## src/hdl/clt_pkg.sv

```systemverilog
package clt_pkg;

    localparam int RES_MAX = 4;

    localparam logic [6:0] K_DOTS    = 7'd12;
    localparam logic [6:0] K_SINGLE  = 7'd13;
    localparam logic [6:0] K_SLASH   = 7'd22;
    localparam logic [6:0] K_KEYWORD = 7'd36;
    localparam logic [6:0] K_IDENT   = 7'd65;
    localparam logic [6:0] K_NUMBER  = 7'd66;
    localparam logic [6:0] K_STRING  = 7'd67;
    localparam logic [6:0] K_END     = 7'd68;
    localparam logic [6:0] K_ERROR   = 7'd69;

    localparam logic [2:0] E_NONE     = 3'd0;
    localparam logic [2:0] E_UNKNOWN  = 3'd1;
    localparam logic [2:0] E_COMMENT  = 3'd2;
    localparam logic [2:0] E_CHARLIT  = 3'd3;
    localparam logic [2:0] E_STRING   = 3'd4;

    localparam int KW_NUM = 29;

    localparam logic [63:0] KW_TEXT [KW_NUM] = '{
        64'("void"), 64'("char"), 64'("short"), 64'("int"), 64'("long"), 64'("enum"),
        64'("signed"), 64'("unsigned"), 64'("auto"), 64'("register"), 64'("static"),
        64'("extern"), 64'("typedef"), 64'("const"), 64'("goto"), 64'("continue"),
        64'("break"), 64'("return"), 64'("if"), 64'("else"), 64'("switch"), 64'("case"),
        64'("default"), 64'("while"), 64'("do"), 64'("for"), 64'("sizeof"),
        64'("typeof"), 64'("_Alignof")
    };
    localparam logic [3:0] KW_LEN [KW_NUM] = '{
        4'd4, 4'd4, 4'd5, 4'd3, 4'd4, 4'd4, 4'd6, 4'd8, 4'd4, 4'd8, 4'd6,
        4'd6, 4'd7, 4'd5, 4'd4, 4'd8, 4'd5, 4'd6, 4'd2, 4'd4, 4'd6, 4'd4,
        4'd7, 4'd5, 4'd2, 4'd3, 4'd6, 4'd6, 4'd8
    };

    typedef struct packed {
        logic [7:0] text_byte;
        logic       end_of_text;
    } t_in;

    typedef struct packed {
        logic [6:0]  token_kind;
        logic [31:0] start_offset;
        logic [31:0] token_length;
        logic [63:0] number_value;
        logic [2:0]  error_code;
        logic        last_of_run;
    } t_out;

    // {hit, kind}
    function automatic logic [7:0] single_kind(input logic [7:0] c);
        logic [7:0] r;
        r = 8'd0;
        unique case (c)
            "!": r = {1'b1, K_SINGLE + 7'd0};
            "%": r = {1'b1, K_SINGLE + 7'd1};
            "&": r = {1'b1, K_SINGLE + 7'd2};
            "(": r = {1'b1, K_SINGLE + 7'd3};
            ")": r = {1'b1, K_SINGLE + 7'd4};
            "*": r = {1'b1, K_SINGLE + 7'd5};
            "+": r = {1'b1, K_SINGLE + 7'd6};
            ",": r = {1'b1, K_SINGLE + 7'd7};
            "-": r = {1'b1, K_SINGLE + 7'd8};
            "/": r = {1'b1, K_SINGLE + 7'd9};
            ":": r = {1'b1, K_SINGLE + 7'd10};
            ";": r = {1'b1, K_SINGLE + 7'd11};
            "<": r = {1'b1, K_SINGLE + 7'd12};
            "=": r = {1'b1, K_SINGLE + 7'd13};
            ">": r = {1'b1, K_SINGLE + 7'd14};
            "?": r = {1'b1, K_SINGLE + 7'd15};
            "[": r = {1'b1, K_SINGLE + 7'd16};
            "]": r = {1'b1, K_SINGLE + 7'd17};
            "^": r = {1'b1, K_SINGLE + 7'd18};
            "{": r = {1'b1, K_SINGLE + 7'd19};
            "|": r = {1'b1, K_SINGLE + 7'd20};
            "}": r = {1'b1, K_SINGLE + 7'd21};
            "~": r = {1'b1, K_SINGLE + 7'd22};
            default: r = 8'd0;
        endcase
        return r;
    endfunction

    function automatic logic [7:0] pair_kind(input logic [7:0] a, input logic [7:0] b);
        logic [15:0] ab;
        logic [7:0]  r;
        ab = {a, b};
        unique case (ab)
            "++": r = {1'b1, 7'd0};
            "--": r = {1'b1, 7'd1};
            "==": r = {1'b1, 7'd2};
            "!=": r = {1'b1, 7'd3};
            ">=": r = {1'b1, 7'd4};
            "<=": r = {1'b1, 7'd5};
            "&&": r = {1'b1, 7'd6};
            "||": r = {1'b1, 7'd7};
            ">>": r = {1'b1, 7'd8};
            "<<": r = {1'b1, 7'd9};
            "+=": r = {1'b1, 7'd10};
            "-=": r = {1'b1, 7'd11};
            default: r = 8'd0;
        endcase
        return r;
    endfunction

    function automatic logic is_ext(input logic [7:0] c);
        return c == "+" || c == "-" || c == "=" || c == "!" ||
               c == ">" || c == "<" || c == "&" || c == "|";
    endfunction

    function automatic logic is_letter(input logic [7:0] c);
        return (c >= "a" && c <= "z") || (c >= "A" && c <= "Z") || c == "_";
    endfunction

    function automatic logic is_digit(input logic [7:0] c);
        return c >= "0" && c <= "9";
    endfunction

    function automatic logic is_space(input logic [7:0] c);
        return c == " " || (c >= 8'd9 && c <= 8'd13);
    endfunction

    function automatic logic [4:0] hex_val(input logic [7:0] c);
        logic [4:0] r;
        if (c >= "0" && c <= "9") begin
            r = 5'(c - "0");
        end else if (c >= "a" && c <= "f") begin
            r = 5'(c - "a" + 8'd10);
        end else if (c >= "A" && c <= "F") begin
            r = 5'(c - "A" + 8'd10);
        end else begin
            r = 5'd16;
        end
        return r;
    endfunction

    // word bytes packed with byte 0 at [7:0]
    function automatic logic [6:0] word_kind(input logic [63:0] w, input logic [3:0] n);
        logic [6:0] r;
        logic       eq;
        r = K_IDENT;
        for (int k = KW_NUM - 1; k >= 0; k--) begin
            eq = (KW_LEN[k] == n);
            for (int j = 0; j < 8; j++) begin
                if (j < int'(KW_LEN[k])) begin
                    eq = eq && (w[8*j +: 8] == KW_TEXT[k][8*(int'(KW_LEN[k]) - 1 - j) +: 8]);
                end
            end
            if (eq) begin
                r = K_KEYWORD + 7'(k);
            end
        end
        return r;
    endfunction

endpackage

```

## src/hdl/clt_lex_core.sv

```systemverilog
module clt_lex_core import clt_pkg::*; #(
    parameter int OFFSET_WIDTH = 32
) (
    input  logic i_clk,
    input  logic i_rst_n,
    input  logic i_fire,
    input  t_in  i_data,
    output t_out o_res [RES_MAX],
    output logic [2:0] o_cnt
);

    typedef enum logic [3:0] {
        M_IDLE, M_SLASH, M_LINE, M_BLOCK, M_BSTAR, M_PUNCT, M_DOT1, M_DOT2,
        M_IDENT, M_ZERO, M_HEXX, M_NUM, M_STR, M_CHAR1, M_CHAR2
    } t_mode;

    localparam logic [1:0] B_DEC = 2'd0;
    localparam logic [1:0] B_OCT = 2'd1;
    localparam logic [1:0] B_HEX = 2'd2;

    localparam int OW = OFFSET_WIDTH;

    t_mode          r_mode, n_mode, m;
    logic [OW-1:0]  r_pos, n_pos, r_start, n_start, r_len, n_len;
    logic [7:0]     r_prefix [8];
    logic [7:0]     n_prefix [8];
    logic [63:0]    r_acc, n_acc;
    logic [1:0]     r_base, n_base;
    logic           r_sat, n_sat, r_halt, n_halt;

    logic [7:0]     c;
    logic [4:0]     d;
    logic           run_idle, do_add;
    logic [3:0]     add_d;
    logic [64:0]    add_r;
    logic [2:0]     cnt;
    logic [7:0]     sk, pk, ck;
    logic [63:0]    word;
    t_out           res [RES_MAX];

    function automatic logic [31:0] to32(input logic [OW-1:0] x);
        logic [63:0] w;
        w = 64'(x);
        return w[31:0];
    endfunction

    function automatic t_out mk(input logic [6:0] k, input logic [OW-1:0] s,
                                input logic [OW-1:0] l, input logic [63:0] v,
                                input logic [2:0] e);
        t_out r;
        r.token_kind   = k;
        r.start_offset = to32(s);
        r.token_length = to32(l);
        r.number_value = v;
        r.error_code   = e;
        r.last_of_run  = 1'b0;
        return r;
    endfunction

    function automatic logic [64:0] add_dig(input logic [63:0] a, input logic sat,
                                            input logic [1:0] base, input logic [3:0] dg);
        logic [67:0] p;
        logic [63:0] lim;
        logic [64:0] r;
        if (base == B_HEX) begin
            p   = {a, 4'd0};
            lim = '1;
        end else if (base == B_OCT) begin
            p   = {1'b0, a, 3'd0};
            lim = {1'b0, {63{1'b1}}};
        end else begin
            p   = {1'b0, a, 3'd0} + {3'd0, a, 1'b0};
            lim = {1'b0, {63{1'b1}}};
        end
        p = p + 68'(dg);
        if (sat) begin
            r = {1'b1, a};
        end else if (p > 68'(lim)) begin
            r = {1'b1, lim};
        end else begin
            r = {1'b0, p[63:0]};
        end
        return r;
    endfunction

    assign c     = i_data.text_byte;
    assign d     = hex_val(c);
    assign ck    = single_kind(c);

    always_comb begin
        n_mode   = r_mode;
        n_pos    = r_pos;
        n_start  = r_start;
        n_len    = r_len;
        n_prefix = r_prefix;
        n_acc    = r_acc;
        n_base   = r_base;
        n_sat    = r_sat;
        n_halt   = r_halt;
        m        = r_mode;
        run_idle = 1'b0;
        do_add   = 1'b0;
        add_d    = 4'd0;
        add_r    = '0;
        sk       = '0;
        word     = '0;
        cnt      = 3'd0;
        pk       = pair_kind(r_prefix[0], c);
        for (int j = 0; j < RES_MAX; j++) begin
            res[j] = '0;
        end

        if (!r_halt) begin
            if (m == M_HEXX && d[4]) begin
                res[cnt[1:0]] = mk(K_NUMBER, r_start, OW'(1), 64'd0, E_NONE);
                cnt = cnt + 3'd1;
                n_start = r_start + OW'(1);
                n_len   = OW'(1);
                m       = M_IDENT;
                n_mode  = M_IDENT;
            end

            unique case (m)
                M_IDLE: run_idle = 1'b1;
                M_SLASH: begin
                    if (c == "/") begin
                        n_mode = M_LINE;
                    end else if (c == "*") begin
                        n_mode = M_BLOCK;
                    end else begin
                        res[cnt[1:0]] = mk(K_SLASH, n_start, OW'(1), 64'd0, E_NONE);
                        cnt = cnt + 3'd1;
                        run_idle = 1'b1;
                    end
                end
                M_LINE: if (c == 8'h0A) n_mode = M_IDLE;
                M_BLOCK: if (c == "*") n_mode = M_BSTAR;
                M_BSTAR: begin
                    if (c == "/") begin
                        n_mode = M_IDLE;
                    end else if (c != "*") begin
                        n_mode = M_BLOCK;
                    end
                end
                M_PUNCT: begin
                    sk = single_kind(r_prefix[0]);
                    if (pk[7]) begin
                        res[cnt[1:0]] = mk(pk[6:0], n_start, OW'(2), 64'd0, E_NONE);
                        cnt = cnt + 3'd1;
                        n_mode = M_IDLE;
                    end else begin
                        res[cnt[1:0]] = mk(sk[6:0], n_start, OW'(1), 64'd0, E_NONE);
                        cnt = cnt + 3'd1;
                        run_idle = 1'b1;
                    end
                end
                M_DOT1, M_DOT2: begin
                    if (c == "." && m == M_DOT1) begin
                        n_mode = M_DOT2;
                    end else if (c == ".") begin
                        res[cnt[1:0]] = mk(K_DOTS, n_start, OW'(3), 64'd0, E_NONE);
                        cnt = cnt + 3'd1;
                        n_mode = M_IDLE;
                    end else begin
                        res[cnt[1:0]] = mk(K_ERROR, n_start, '0, 64'd0, E_UNKNOWN);
                        cnt = cnt + 3'd1;
                        n_halt = 1'b1;
                        n_mode = M_IDLE;
                    end
                end
                M_IDENT: begin
                    if (is_letter(c) || is_digit(c)) begin
                        if (n_len < OW'(8)) begin
                            n_prefix[n_len[2:0]] = c;
                        end
                        n_len = n_len + OW'(1);
                    end else begin
                        for (int j = 0; j < 8; j++) begin
                            word[8*j +: 8] = n_prefix[j];
                        end
                        res[cnt[1:0]] = mk((n_len <= OW'(8)) ? word_kind(word, 4'(n_len)) : K_IDENT,
                                           n_start, n_len, 64'd0, E_NONE);
                        cnt = cnt + 3'd1;
                        run_idle = 1'b1;
                    end
                end
                M_ZERO: begin
                    if (c == "x" || c == "X") begin
                        n_prefix[0] = c;
                        n_len  = OW'(2);
                        n_mode = M_HEXX;
                    end else if (c >= "0" && c <= "7") begin
                        n_base = B_OCT;
                        n_mode = M_NUM;
                        do_add = 1'b1;
                        add_d  = d[3:0];
                        n_len  = OW'(2);
                    end else begin
                        res[cnt[1:0]] = mk(K_NUMBER, n_start, OW'(1), 64'd0, E_NONE);
                        cnt = cnt + 3'd1;
                        run_idle = 1'b1;
                    end
                end
                M_HEXX: begin
                    n_base = B_HEX;
                    n_mode = M_NUM;
                    do_add = 1'b1;
                    add_d  = d[3:0];
                    n_len  = OW'(3);
                end
                M_NUM: begin
                    if (!d[4] && (r_base == B_HEX || (r_base == B_OCT && d < 5'd8) ||
                                  (r_base == B_DEC && d < 5'd10))) begin
                        do_add = 1'b1;
                        add_d  = d[3:0];
                        n_len  = n_len + OW'(1);
                    end else begin
                        res[cnt[1:0]] = mk(K_NUMBER, n_start, n_len, r_acc, E_NONE);
                        cnt = cnt + 3'd1;
                        run_idle = 1'b1;
                    end
                end
                M_STR: begin
                    if (c == "\"") begin
                        res[cnt[1:0]] = mk(K_STRING, n_start, n_len, 64'd0, E_NONE);
                        cnt = cnt + 3'd1;
                        n_mode = M_IDLE;
                    end else begin
                        n_len = n_len + OW'(1);
                    end
                end
                M_CHAR1: begin
                    n_acc  = {{56{c[7]}}, c};
                    n_mode = M_CHAR2;
                end
                M_CHAR2: begin
                    if (c == "'") begin
                        res[cnt[1:0]] = mk(K_NUMBER, n_start, OW'(3), r_acc, E_NONE);
                        cnt = cnt + 3'd1;
                        n_mode = M_IDLE;
                    end else begin
                        res[cnt[1:0]] = mk(K_ERROR, n_start, '0, 64'd0, E_CHARLIT);
                        cnt = cnt + 3'd1;
                        n_halt = 1'b1;
                        n_mode = M_IDLE;
                    end
                end
                default: run_idle = 1'b1;
            endcase

            if (do_add) begin
                add_r = add_dig(n_acc, n_sat, n_base, add_d);
                n_sat = add_r[64];
                n_acc = add_r[63:0];
            end

            if (run_idle) begin
                n_mode = M_IDLE;
                if (!is_space(c)) begin
                    n_start = r_pos;
                    n_len   = OW'(1);
                    if (c == "/") begin
                        n_mode = M_SLASH;
                    end else if (c == ".") begin
                        n_mode = M_DOT1;
                    end else if (is_ext(c)) begin
                        n_prefix[0] = c;
                        n_mode = M_PUNCT;
                    end else if (ck[7]) begin
                        res[cnt[1:0]] = mk(ck[6:0], r_pos, OW'(1), 64'd0, E_NONE);
                        cnt = cnt + 3'd1;
                    end else if (is_letter(c)) begin
                        n_prefix[0] = c;
                        n_mode = M_IDENT;
                    end else if (is_digit(c)) begin
                        n_acc  = 64'(c - "0");
                        n_sat  = 1'b0;
                        n_base = B_DEC;
                        n_mode = (c == "0") ? M_ZERO : M_NUM;
                    end else if (c == "\"") begin
                        n_len  = '0;
                        n_mode = M_STR;
                    end else if (c == "'") begin
                        n_mode = M_CHAR1;
                    end else begin
                        res[cnt[1:0]] = mk(K_ERROR, r_pos, '0, 64'd0, E_UNKNOWN);
                        cnt = cnt + 3'd1;
                        n_halt = 1'b1;
                    end
                end
            end

            n_pos = r_pos + OW'(1);

            if (i_data.end_of_text && !n_halt) begin
                unique case (n_mode)
                    M_SLASH: begin
                        res[cnt[1:0]] = mk(K_SLASH, n_start, OW'(1), 64'd0, E_NONE);
                        cnt = cnt + 3'd1;
                    end
                    M_PUNCT: begin
                        sk = single_kind(n_prefix[0]);
                        res[cnt[1:0]] = mk(sk[6:0], n_start, OW'(1), 64'd0, E_NONE);
                        cnt = cnt + 3'd1;
                    end
                    M_DOT1, M_DOT2: begin
                        res[cnt[1:0]] = mk(K_ERROR, n_start, '0, 64'd0, E_UNKNOWN);
                        cnt = cnt + 3'd1;
                    end
                    M_IDENT: begin
                        for (int j = 0; j < 8; j++) begin
                            word[8*j +: 8] = n_prefix[j];
                        end
                        res[cnt[1:0]] = mk((n_len <= OW'(8)) ? word_kind(word, 4'(n_len)) : K_IDENT,
                                           n_start, n_len, 64'd0, E_NONE);
                        cnt = cnt + 3'd1;
                    end
                    M_ZERO: begin
                        res[cnt[1:0]] = mk(K_NUMBER, n_start, OW'(1), 64'd0, E_NONE);
                        cnt = cnt + 3'd1;
                    end
                    M_HEXX: begin
                        res[cnt[1:0]] = mk(K_NUMBER, n_start, OW'(1), 64'd0, E_NONE);
                        cnt = cnt + 3'd1;
                        res[cnt[1:0]] = mk(K_IDENT, n_start + OW'(1), OW'(1), 64'd0, E_NONE);
                        cnt = cnt + 3'd1;
                    end
                    M_NUM: begin
                        res[cnt[1:0]] = mk(K_NUMBER, n_start, n_len, n_acc, E_NONE);
                        cnt = cnt + 3'd1;
                    end
                    M_BLOCK, M_BSTAR: begin
                        res[cnt[1:0]] = mk(K_ERROR, n_start, '0, 64'd0, E_COMMENT);
                        cnt = cnt + 3'd1;
                    end
                    M_STR: begin
                        res[cnt[1:0]] = mk(K_ERROR, n_start, '0, 64'd0, E_STRING);
                        cnt = cnt + 3'd1;
                    end
                    M_CHAR1, M_CHAR2: begin
                        res[cnt[1:0]] = mk(K_ERROR, n_start, '0, 64'd0, E_CHARLIT);
                        cnt = cnt + 3'd1;
                    end
                    default: ;
                endcase
                if (n_mode != M_DOT1 && n_mode != M_DOT2 && n_mode != M_BLOCK &&
                    n_mode != M_BSTAR && n_mode != M_STR && n_mode != M_CHAR1 &&
                    n_mode != M_CHAR2) begin
                    res[cnt[1:0]] = mk(K_END, n_pos, '0, 64'd0, E_NONE);
                    cnt = cnt + 3'd1;
                end
                n_mode = M_IDLE;
                n_halt = 1'b1;
            end

            if (cnt != 3'd0) begin
                res[2'(cnt - 3'd1)].last_of_run = 1'b1;
            end
        end
    end

    assign o_res = res;
    assign o_cnt = cnt;

    always_ff @(posedge i_clk) begin
        if (!i_rst_n) begin
            r_mode  <= M_IDLE;
            r_pos   <= '0;
            r_start <= '0;
            r_len   <= '0;
            r_acc   <= '0;
            r_base  <= B_DEC;
            r_sat   <= 1'b0;
            r_halt  <= 1'b0;
        end else if (i_fire) begin
            r_mode  <= n_mode;
            r_pos   <= n_pos;
            r_start <= n_start;
            r_len   <= n_len;
            r_acc   <= n_acc;
            r_base  <= n_base;
            r_sat   <= n_sat;
            r_halt  <= n_halt;
        end
    end

    always_ff @(posedge i_clk) begin
        if (i_fire) begin
            r_prefix <= n_prefix;
        end
    end

endmodule

```

## src/hdl/clt_out_queue.sv

```systemverilog
module clt_out_queue import clt_pkg::*; (
    input  logic       i_clk,
    input  logic       i_rst_n,
    input  logic       i_load,
    input  t_out       i_res [RES_MAX],
    input  logic [2:0] i_cnt,
    input  logic       i_out_stall,
    output logic       o_free,
    output logic       o_out_valid,
    output t_out       o_out_data
);

    t_out       r_buf [RES_MAX];
    logic [2:0] r_cnt;
    logic [1:0] r_rd;

    assign o_out_valid = (r_cnt != 3'd0);
    assign o_out_data  = r_buf[r_rd];
    assign o_free      = (r_cnt == 3'd0) || (r_cnt == 3'd1 && !i_out_stall);

    always_ff @(posedge i_clk) begin
        if (!i_rst_n) begin
            r_cnt <= 3'd0;
            r_rd  <= 2'd0;
        end else if (i_load) begin
            r_cnt <= i_cnt;
            r_rd  <= 2'd0;
        end else if (o_out_valid && !i_out_stall) begin
            r_cnt <= r_cnt - 3'd1;
            r_rd  <= r_rd + 2'd1;
        end
    end

    always_ff @(posedge i_clk) begin
        if (i_load) begin
            r_buf <= i_res;
        end
    end

endmodule

```

## src/hdl/c_source_tokenizer.sv

```systemverilog
// C source tokenizer. Takes one source byte per transaction and returns the tokens it
// completes as result transactions, one per cycle while not stalled, with last_of_run
// on the final result of each byte. Each byte is lexed combinationally from the lexer
// state registers into a four-entry result buffer; a byte is taken whenever that
// buffer is empty or about to hand out its last entry. After the end token or an error
// token the block gives no more results until reset.
module c_source_tokenizer import clt_pkg::*; #(
    parameter int OFFSET_WIDTH = 32
) (
    input  logic i_clk,
    input  logic i_rst_n,
    input  logic i_in_valid,
    output logic o_in_stall,
    input  t_in  i_in_data,
    output logic o_out_valid,
    input  logic i_out_stall,
    output t_out o_out_data
);

    logic       free;
    logic       fire;
    t_out       res [RES_MAX];
    logic [2:0] cnt;

    assign o_in_stall = !free;
    assign fire       = i_in_valid && free;

    clt_lex_core #(
        .OFFSET_WIDTH(OFFSET_WIDTH)
    ) u_core (
        .i_clk   (i_clk),
        .i_rst_n (i_rst_n),
        .i_fire  (fire),
        .i_data  (i_in_data),
        .o_res   (res),
        .o_cnt   (cnt)
    );

    clt_out_queue u_queue (
        .i_clk       (i_clk),
        .i_rst_n     (i_rst_n),
        .i_load      (fire),
        .i_res       (res),
        .i_cnt       (cnt),
        .i_out_stall (i_out_stall),
        .o_free      (free),
        .o_out_valid (o_out_valid),
        .o_out_data  (o_out_data)
    );

endmodule

```

## config.mk

```make
export PLATFORM = sky130hd
export DESIGN_NAME = c_source_tokenizer
export DESIGN_NICKNAME = d
export VERILOG_FILES = /design/src/hdl/clt_pkg.sv /design/src/hdl/clt_lex_core.sv /design/src/hdl/clt_out_queue.sv /design/src/hdl/c_source_tokenizer.sv
export SDC_FILE = /design/constraint.sdc
export NUM_CORES = 2
export LEC_CHECK = 0
export BUFFER_PORTS_ARGS = -buffer_cell sky130_fd_sc_hd__buf_4
export CORE_ASPECT_RATIO = 1.5
export CORE_MARGIN = 3
export CORE_UTILIZATION = 30
export DETAILED_ROUTE_END_ITERATION = 7
export RECOVER_POWER = 100
export SYNTH_ARGS = -nofsm -noshare
export SYNTH_HDL_FRONTEND = slang
export SYNTH_SLANG_ARGS = --single-unit
```

## constraint.sdc

```tcl
create_clock -name i_clk -period 28.5 [get_ports i_clk]
set_input_delay 1.425 -clock i_clk [delete_from_list [all_inputs] [get_ports i_clk]]
set_output_delay 1.425 -clock i_clk [all_outputs]
set_load 0.02 [all_outputs]
```

==> impl_metrics.ini <==
[detailed_routing]
num_vias = 65800
wl_mm = 329
antenna_left = 0
drtIter0Drc = 8616
wl_per_cell_um = 32.3
vias_per_cell = 6.46
firstDrtPassIters = 8
drc = 1

[finish]
final_core_util = 0.334
area.sequential_um2 = 22100
syn2layout_area_growth_pct = 10.1
nets = 7561
drive_gt1_frac = 0.0828
multi_input_area_um2 = 37000
final_cell_mix = nor2_1 (1,051), nand2_1 (788), a21oi_1 (766)
nFillCells = 21600
final_common_cell = nor2_1

[sta]
slew_headroom = -1.99
setup_viol_count_final = 0
drv_slew = 1981
tightest_slew_ns = 4.49
fmax_mhz = 56.7
skew_ns = 0.0365
rsz0062_at_grt = false
hold_viol = 0
final.period_utilization = 0.618
timing.setup.tns_ns = 0
period_minus_slack_ns = 17.63

[critical_path]
crit_buf_inv = 10
cp_top_family = buffers and inverters
arrival_ns = 18.18
slowest_delay_ns = 1.96
cp_common_cell = clkbuf_1
rrSetupSlack_ns = 14.23
path_class = input pin to flip-flop
path_max_fanout = 42
end_kind = flip-flop
worst_setup_path_start_kind = input pin
required_ns = 29.06
crit_path_top_delay_cell = clkbuf_1

[global_routing]
grt_max_degree = 118
grt_first_pass_wirelength_mm = 465
track_usage = 0.298
grt_pass1_vias = 64400
grt_overflow = 0
antenna_found_initial = 18

[yosys]
yosys.area_share.simple = 0.248
synth_top_family_by_area = simple AND/OR/NAND/NOR gates
synth-edff-count = 620
syn_area_um2 = 62000
synth.area.mux_share = 0.0675
syn-num-nets = 7679
ys_warn_count = 0
synth_area_leader_cell = edfxtp_1
syn_avg_cell_area_um2 = 8.21
synth_top_area_share = 0.300
seq_area_frac_synth = 0.356
syn_inst = 7552
synthDistinctLibCells = 109
synth_fa_ha_area_frac = 0.0232
synth.ff_latch_count = 793
synth_ff_type = edfxtp_1
synthXorXnorAreaFrac = 0.0288
synth_area_leaders = edfxtp_1 (30%), nor2_1 (6.4%), a21oi_1 (6.2%), dfxtp_1 (5.6%), mux4_2 (5.0%)
synth-compound-area-share = 0.230
async_flop_share = 0

[floorplan]
floorplan.initialDensity = 0.303
rows = 203
core_region_area_um2 = 205000
die_w_um = 377
ios = 154
die_area_um2 = 212000
die_h_um = 563

[outcome]
failed_checks = design-rule violations, max-capacitance violations, max-slew violations
outcome = complete, but fails checks

[cts]
cts_resized = 0
clock_latency_ns = 0.74
cts-hold-fix-buffers = 0
postCtsSetupRepairBufs = 0
cts-htree-levels = 3
cts_tree = done
clk_pin_slew_ns = 0.06
root_buffer = clkbuf_16
cts_buffers = 85
clock_sinks = 793
clock_path_buffers = 3

[place]
post-dp-hpwl_mm = 237
io_buffers = 153
place_congestion = 1.06

[power_and_ir_drop]
peakVddDrop_mv = 0.0556
p_per_area_nw_per_um2 = 75.2
power.leakage_nw = 22.0

[run]
cap_violations = 52

[worst_hold_path]
hold_class = flip-flop to flip-flop
-- layer usage --
metal  up-vias  share of wire  global-route usage
met3      1429          0.084              0.0580
met4        14           0.10               0.246
li1      28200              -                   -
met2      4222           0.47               0.506
met1     31900           0.34               0.321
met5         -        0.00048             0.00227
-- where the power goes --
| group | leakage (nW) | switching (mW) | internal (mW) |
|---|---|---|---|
| clock network | 1.48 | 0.537 | 0.734 |
| logic | 13.1 | 1.55 | 0.509 |
| registers | 7.42 | 0.124 | 1.68 |
-- worst register-to-register path, delay by kind of cell (launching register included) --
kind | cells | cell delay (ns)
buffers and inverters | 7 | 4.08
adders and majority gates | 2 | 0.79
DFF | 1 | 0.31
AOI/OAI and AO/OA | 6 | 1.95
and+or+nand+nor | 20 | 6.32
xor gates and xnor gates | 1 | 0.36
-- cell families (layout without fill, tap and decap cells) --
family	count (synthesis)	after routing
buf+inv	757	709
simple gates	3216	3216
compound gates	2229	2229
xor+xnor	204	204
other cells	0	10
mux	239	239
flops	793	793
fa+ha+maj	114	114
-- registers in the layout, summed over array words and instances, names as in the netlist, 2 cells and up --
| signal | count |
|---|---|
| u_queue.r_buf | 556 |
| u_core.r_acc | 64 |
| u_core.r_prefix | 64 |
| u_core.r_len | 32 |
| u_core.r_pos | 32 |
| u_core.r_start | 32 |
| u_core.r_mode | 4 |
| u_queue.r_cnt | 3 |
| u_core.r_base | 2 |
| u_queue.r_rd | 2 |
-- stage by stage --
step	setup WS, ns	cell area (um2)	cells	power (mW)	hold WS [ns]
6_report	10.87	68300	10200	5.14	0.476
5_1_grt	10.84	68300	10200	5.29	0.504
4_1_cts	16.61	69400	10200	5.15	0.469
3_5_place_dp	15.85	66300	10000	3.88	0.460
3_3_place_gp	15.78	66300	10000	3.85	0.450
2_1_floorplan	11.91	62000	7552	3.09	0.439
-- cells in the mapped netlist (55+ instances only) --
cell and number:
nor2_1 1055, xor2_1 78, mux2i_1 55, a31oi_1 90, mux4_2 139, and2_1 74, buf_1 70, nand2_1 791
ha_1 112, clkbuf_1 490, inv_1 153, xnor2_1 126, and3_1 128, a221oi_1 63, nand2b_1 58, a22oi_1 55
o22ai_1 91, or3_1 59, a211oi_1 82, nand4_1 167, dfxtp_1 173, nand3_1 282, o211ai_1 65, a21oi_1 765
edfxtp_1 620, o21ai_0 433, nor4_1 109, nor3_1 222
-- layout make-up --
class | count | share of cell area
diodes | 10 | 0.000366
clock buffers | 106 | 0.0330
clock inverters | 51 | 0.0120
inverters | 163 | 0.00905
multi-input cells | 6002 | 0.542
flip-flops and latches | 793 | 0.323
well taps | 2665 | 0.0488
repair buffers | 389 | 0.0315
-- path summary, 6_finish.rpt --
check / from / end / depth (start not counted)
setup reg to reg: u_core.r_mode[2]$_SDFFE_PN0P_ / u_queue.r_buf[310]$_SDFFCE_PP0P_ / 36
hold / removal: u_core.r_acc[40]$_SDFFE_PN0P_ / u_core.r_acc[40]$_SDFFE_PN0P_ / 2
hold reg to reg: u_core.r_acc[40]$_SDFFE_PN0P_ / u_core.r_acc[40]$_SDFFE_PN0P_ / 2
setup / recovery: i_in_data[3] / u_queue.r_buf[459]$_SDFFCE_PP0P_ / 29
(Power assumes the default switching activity.)
